[config.mk]
export PLATFORM = sky130hd
export DESIGN_NAME = amp_ctrl
export DESIGN_NICKNAME = d
export VERILOG_FILES = /design/src/hdl/amp_pkg.sv /design/src/hdl/amp_ctrl.sv
export SDC_FILE = /design/constraint.sdc
export NUM_CORES = 1
export LEC_CHECK = 0
export BUFFER_PORTS_ARGS = -buffer_cell sky130_fd_sc_hd__buf_2
export CAP_MARGIN = 5
export CORE_ASPECT_RATIO = 0.6
export CORE_UTILIZATION = 42
export CTS_CLUSTER_DIAMETER = 60
export DETAILED_ROUTE_END_ITERATION = 10
export HOLD_SLACK_MARGIN = 0.15
export SKIP_CTS_REPAIR_TIMING = 1
export SLEW_MARGIN = 20
export SYNTH_ARGS = -nofsm -noshare
export SYNTH_HDL_FRONTEND = slang
export SYNTH_SLANG_ARGS = --single-unit
[constraint.sdc]
create_clock -name clk_i -period 4.8 [get_ports clk_i]
set_input_delay 0.72 -clock clk_i [delete_from_list [all_inputs] [get_ports clk_i]]
set_output_delay 0.72 -clock clk_i [all_outputs]
set_load 0.02 [all_outputs]
[src/hdl/amp_pkg.sv]
// package for the axis mean pooling block
// holds configuration constants, register indexes, controller states and command/status types
// no dependencies
`default_nettype none

package amp_pkg;

  localparam int MAX_INNER_DEF   = 4096;
  localparam int MAX_AXIS_DEF    = 256;
  localparam int SAMPLE_BITS_DEF = 16;

  localparam int AXIS_REG_W  = 9;
  localparam int INNER_REG_W = 13;
  localparam int POOL_REG_W  = 17;
  localparam int POOL_CNT_W  = 16;
  localparam int CFG_IDX_W   = 2;
  localparam int CFG_DATA_W  = 17;
  localparam int POOL_MAX    = 65536;

  typedef enum logic [CFG_IDX_W-1:0] {
    CFG_AXIS_LENGTH = 2'd0,
    CFG_INNER_SIZE  = 2'd1,
    CFG_POOL_COUNT  = 2'd2
  } cfg_idx_e;

  typedef enum logic [1:0] {
    S_IDLE,
    S_ACC,
    S_DIV,
    S_OUT
  } amp_state_e;

  typedef struct packed {
    logic rd_en;
    logic acc;
    logic first;
    logic div_start;
    logic last_elem;
    logic last_blob;
    logic out_load;
  } amp_cmd_t;

  typedef struct packed {
    logic div_busy;
    logic out_free;
  } amp_sts_t;

endpackage

`default_nettype wire

[src/hdl/amp_ctrl.sv]
// controller for the axis mean pooling block: config registers, stream counters, state machine
// depends on amp_pkg
`default_nettype none

module amp_ctrl
  import amp_pkg::*;
#(
  parameter int MAX_INNER = MAX_INNER_DEF,
  parameter int MAX_AXIS  = MAX_AXIS_DEF
) (
  input  wire logic                                         clk_i,
  input  wire logic                                         rst_ni,
  input  wire logic                                         cfg_we_i,
  input  wire logic [CFG_IDX_W-1:0]                         cfg_idx_i,
  input  wire logic [CFG_DATA_W-1:0]                        cfg_data_i,
  input  wire logic                                         in_valid_i,
  output logic                                              in_ready_o,
  input  wire amp_sts_t                                     sts_i,
  output amp_cmd_t                                          cmd_o,
  output logic [(MAX_INNER > 1 ? $clog2(MAX_INNER) : 1)-1:0] elem_o,
  output logic [AXIS_REG_W-1:0]                             axis_o
);

  localparam int ElemW  = (MAX_INNER > 1) ? $clog2(MAX_INNER) : 1;
  localparam int SliceW = (MAX_AXIS > 1) ? $clog2(MAX_AXIS) : 1;

  amp_state_e state_q, state_d;

  logic [AXIS_REG_W-1:0]  axis_len_q;
  logic [INNER_REG_W-1:0] inner_size_q;
  logic [POOL_REG_W-1:0]  pool_count_q;

  logic [ElemW-1:0]      elem_q, elem_d;
  logic [SliceW-1:0]     slice_q, slice_d;
  logic [POOL_CNT_W-1:0] pool_q, pool_d;

  logic [AXIS_REG_W-1:0]  axis_eff;
  logic [INNER_REG_W-1:0] inner_eff;
  logic [POOL_REG_W-1:0]  pools_eff;
  logic last_elem, last_slice, last_pool;
  logic in_acc, restart;

  // clamp register values into range
  always_comb begin
    axis_eff = axis_len_q;
    if (axis_len_q == '0) begin
      axis_eff = AXIS_REG_W'(1);
    end else if (32'(axis_len_q) > MAX_AXIS) begin
      axis_eff = AXIS_REG_W'(MAX_AXIS);
    end
    inner_eff = inner_size_q;
    if (inner_size_q == '0) begin
      inner_eff = INNER_REG_W'(1);
    end else if (32'(inner_size_q) > MAX_INNER) begin
      inner_eff = INNER_REG_W'(MAX_INNER);
    end
    pools_eff = pool_count_q;
    if (pool_count_q == '0) begin
      pools_eff = POOL_REG_W'(1);
    end else if (32'(pool_count_q) > POOL_MAX) begin
      pools_eff = POOL_REG_W'(POOL_MAX);
    end
  end

  assign last_elem  = (17'(elem_q) + 17'd1) >= 17'(inner_eff);
  assign last_slice = (17'(slice_q) + 17'd1) >= 17'(axis_eff);
  assign last_pool  = (17'(pool_q) + 17'd1) >= 17'(pools_eff);

  assign in_acc = in_valid_i && in_ready_o;

  // config writes
  always_comb begin
    restart = 1'b0;
    if (cfg_we_i) begin
      unique case (cfg_idx_e'(cfg_idx_i))
        CFG_AXIS_LENGTH: restart = 1'b1;
        CFG_INNER_SIZE:  restart = 1'b1;
        CFG_POOL_COUNT:  restart = 1'b1;
        default:         restart = 1'b0;
      endcase
    end
  end

  always_ff @(posedge clk_i or negedge rst_ni) begin
    if (!rst_ni) begin
      axis_len_q   <= AXIS_REG_W'(1);
      inner_size_q <= INNER_REG_W'(1);
      pool_count_q <= POOL_REG_W'(1);
    end else if (cfg_we_i) begin
      unique case (cfg_idx_e'(cfg_idx_i))
        CFG_AXIS_LENGTH: axis_len_q   <= cfg_data_i[AXIS_REG_W-1:0];
        CFG_INNER_SIZE:  inner_size_q <= cfg_data_i[INNER_REG_W-1:0];
        CFG_POOL_COUNT:  pool_count_q <= cfg_data_i[POOL_REG_W-1:0];
        default: ;
      endcase
    end
  end

  // stream position counters, stepped once per item
  always_comb begin
    elem_d  = elem_q;
    slice_d = slice_q;
    pool_d  = pool_q;
    priority if (restart) begin
      elem_d  = '0;
      slice_d = '0;
      pool_d  = '0;
    end else if (state_q == S_ACC) begin
      if (!last_elem) begin
        elem_d = elem_q + ElemW'(1);
      end else begin
        elem_d = '0;
        if (!last_slice) begin
          slice_d = slice_q + SliceW'(1);
        end else begin
          slice_d = '0;
          pool_d  = last_pool ? '0 : pool_q + POOL_CNT_W'(1);
        end
      end
    end else begin
      elem_d  = elem_q;
      slice_d = slice_q;
      pool_d  = pool_q;
    end
  end

  always_ff @(posedge clk_i or negedge rst_ni) begin
    if (!rst_ni) begin
      state_q <= S_IDLE;
      elem_q  <= '0;
      slice_q <= '0;
      pool_q  <= '0;
    end else begin
      state_q <= state_d;
      elem_q  <= elem_d;
      slice_q <= slice_d;
      pool_q  <= pool_d;
    end
  end

  // next state
  always_comb begin
    state_d = state_q;
    unique case (state_q)
      S_IDLE: if (in_acc) state_d = S_ACC;
      S_ACC:  state_d = last_slice ? S_DIV : S_IDLE;
      S_DIV:  if (!sts_i.div_busy) state_d = S_OUT;
      S_OUT:  if (sts_i.out_free) state_d = S_IDLE;
      default: state_d = S_IDLE;
    endcase
  end

  // outputs
  always_comb begin
    in_ready_o      = (state_q == S_IDLE);
    cmd_o           = '0;
    cmd_o.rd_en     = in_valid_i && (state_q == S_IDLE);
    cmd_o.acc       = (state_q == S_ACC);
    cmd_o.first     = (slice_q == '0);
    cmd_o.div_start = (state_q == S_ACC) && last_slice;
    cmd_o.last_elem = last_elem;
    cmd_o.last_blob = last_elem && last_pool;
    cmd_o.out_load  = (state_q == S_OUT) && sts_i.out_free;
  end

  assign elem_o = elem_q;
  assign axis_o = axis_eff;

  a_elem_in_range: assert property (@(posedge clk_i) disable iff (!rst_ni)
    17'(elem_q) < 17'(inner_eff)) else $error("element index past slice end");

  a_accept_to_acc: assert property (@(posedge clk_i) disable iff (!rst_ni)
    in_acc |=> state_q == S_ACC) else $error("accepted item not accumulated");

  a_div_to_out: assert property (@(posedge clk_i) disable iff (!rst_ni)
    (state_q == S_DIV && !sts_i.div_busy) |=> state_q == S_OUT)
    else $error("finished divide not sent to output");

endmodule

`default_nettype wire

==> flow_summary.toml <==
[run_status]
status = "complete, no violations"

[setup_path]
timing.rr.end = "elem_o[8]$_DFFE_PN0P_"
critPathCaptureType = "primary output"
r2r_slack_ns = 1.02
r2r_start = "elem_o[0]$_DFFE_PN0P_"
critPathMaxFanout = 12
worst-setup-path-type = "reg -> out"
arrival_ns = 3.66
startpoint = "elem_o[0]$_DFFE_PN0P_"
reg2regPathDepth = 13
cp.required_ns = 4.08
startpoint_type = "flip-flop"

[sta]
fmax_ghz = 0.228
setup_viol = 0
worst_pin_slew_ns = 1.14
slew_violations = 0
grt_setup_unrepaired = "no"
fin_crit_sh_pct = 91.3
skew_ns = 0.0119
slew-limit-headroom_pct = 23.7
fin_crit_ns = 4.38
hold_viol = 0
tns_ns = 0
whs_ns = 0.418

[yosys]
postSynthCellCount = 527
synth_edf_count = 0
synth_cell_type_count = 59
syn_nets = 595
synth_seq_cells = 77
synth-main-ff-cell = "dfrtp_1"
ys_seq_area_share_pct = 38.2
netlist_area_sq_mm = 0.00505
yosys_warnings = 0
avgSynthCellArea_sq_um = 9.59
async_flop_share_pct = 100

[drt]
via_per_inst = 5.73
routed_wl_um = 12500
drt_first_iter_violations = 262
routedWlPerCell_um = 17.0
route.vias.total = 4215
firstDrtPassIters = 5
ant_nets = 0
drcViolationCount = 0

[clock_tree]
cts_buffers = 9
path_clk_slew_ns = 0.07
clock_sinks = 77
cts_tree = "built"
clk_latency_ns = 0.35
cts_buffer_depth = 2
h-tree-depth = 3
cts_root_buf = "clkbuf_16"

[place]
io_buffers = 53
dp_hpwl_um = 9430
gp_congestion = 0.893

[cells_and_area]
final_common_cell = "nand2_1"
fin_util_pct = 50.0
final_cell_mix = "nand2_1 (77), dfrtp_1 (74), buf_2 (52)"
synthToLayoutAreaGrowth_pct = 13.6
diodes = 0
drive_gt1_share_pct = 22.6
final_nets = 639

[global_routing]
grt_max_degree = 78
grt_overflow = 0
grt_antenna_before_repair = 0
grt_pass1_wl_um = 20700
first_global_vias = 3924
grt_usage_pct = 21.8

[floorplanning]
io_pins = 54
core.rowCount = 30
start_util_pct = 44.0
die_h_um = 87.0
dieArea_sq_mm = 0.0125
die_w_um = 144
core_sq_mm = 0.0115

[pwr]
p_seq_share_pct = 38.0
p_switching_mw = 0.866
power_leakage_nw = 2.68
pwr-share-comb_pct = 32.1
p_int_mw = 1.46
p_per_area_mw_per_mm2 = 405
fin_total_pwr_mw = 2.33
ir_worst_vdd_mv = 0.222
p_clk_share_pct = 29.9
sw_frac_of_total_pct = 37.2

[run]
cap_violations = 0

[min_path]
worstHoldPathType = "in -> async"
[cells by family (layout without fill, tap and decap cells)]
kind of cell	after synthesis	count (layout)	synth area share [%]
AOI/OAI and AO/OA	91	91	12.5
xor gates and xnor gates	30	30	5.20
adders and majority gates	43	43	10.6
buffers and inverters	52	101	4.41
DFF	77	77	38.2
muxes	47	47	10.3
and+or+nand+nor	187	187	18.7
[synthesized netlist by cell type, drive strengths merged, types with 7 or more instances]
cell type  count  area share [%]
inv           27             2.0
o21ai         16             1.6
nand2         77             5.7
nor4          14             1.7
mux2i          7             1.4
xnor2         17             2.9
ha            43              11
xor2          13             2.3
a22o           7             1.2
nand3         15             1.6
o211ai        11             1.7
and3           9             1.1
clkbuf        10            0.74
dfrtp         74              37
mux2          40             8.9
nand4         16             2.1
buf           13             1.5
nor2          17             1.3
nor3          17             1.9
a21oi         27             2.8
[power groups by stage]
| stage | Combinational (mW) | Sequential, mW | Clock, mW |
|---|---|---|---|
| 2_1_floorplan | 0.566 | 0.848 | 0 |
| 3_3_place_gp | 0.719 | 0.885 | 0 |
| 3_5_place_dp | 0.744 | 0.889 | 0 |
| 4_1_cts | 0.747 | 0.879 | 0.709 |
| 5_1_grt | 0.839 | 0.898 | 0.742 |
| 6_report | 0.747 | 0.884 | 0.694 |
[critical path: stages, from the launching register on]
cell      delay, ns
dfrtp_1        0.44
ha_1           0.25
nand3_1        0.14
nor2_1         0.27
and3_1         0.28
nand3_1        0.11
xnor2_1        0.20
ha_1           0.28
a21o_1         0.18
a21oi_1        0.18
o221ai_2       0.16
a21oi_2        0.32
buf_4          0.27
nor2_1         0.06
buf_2          0.16
[registers in the layout, indices dropped and copies added, names as in the netlist, named ones only]
signal and flops:
pool_count_q 17, pool_q 16, inner_size_q 13, elem_o 12
axis_len_q 9, slice_q 8, state_q 1
[through the flow]
stage | instance area, sq um | worst slack, ns | std cells
floorplan | 5050 | 0.966 | 527
global placement | 5430 | 0.884 | 720
detailed placement | 5430 | 0.808 | 720
CTS | 5730 | 0.422 | 736
global route | 5740 | 0.00135 | 736
finish | 5740 | 0.416 | 736
[layout make-up]
| type | instances | area [sq um] |
|---|---|---|
| clock inverter | 6 | 71.3 |
| sequential | 77 | 1930 |
| fill | 1103 | 5750 |
| tap | 160 | 200 |
| inverter | 29 | 109 |
| clock buffer | 10 | 229 |
| multi-input combinational | 398 | 2900 |
| timing repair buffer | 56 | 294 |
[metal layers]
metal | vias to the layer above | wire (um) | global-route usage (%)
met5 | - | 0 | 0
met4 | 0 | 133 | 5.80
met3 | 15 | 718 | 4.56
met2 | 121 | 4940 | 29.7
met1 | 2081 | 6740 | 34.1
li1 | 1998 | - | -
[worst max path at each step]
stage / end / slack (ns) / cells after the start
final: cmd_o[1] / 0.42 / 14
after global routing: cmd_o[1] / 0.001 / 14
after floorplan: cmd_o[2] / 0.97 / 14
after CTS: cmd_o[1] / 0.42 / 14
after detailed placement: cmd_o[1] / 0.81 / 14
after global placement: cmd_o[1] / 0.88 / 14
Power figures use the tool's default switching activity.
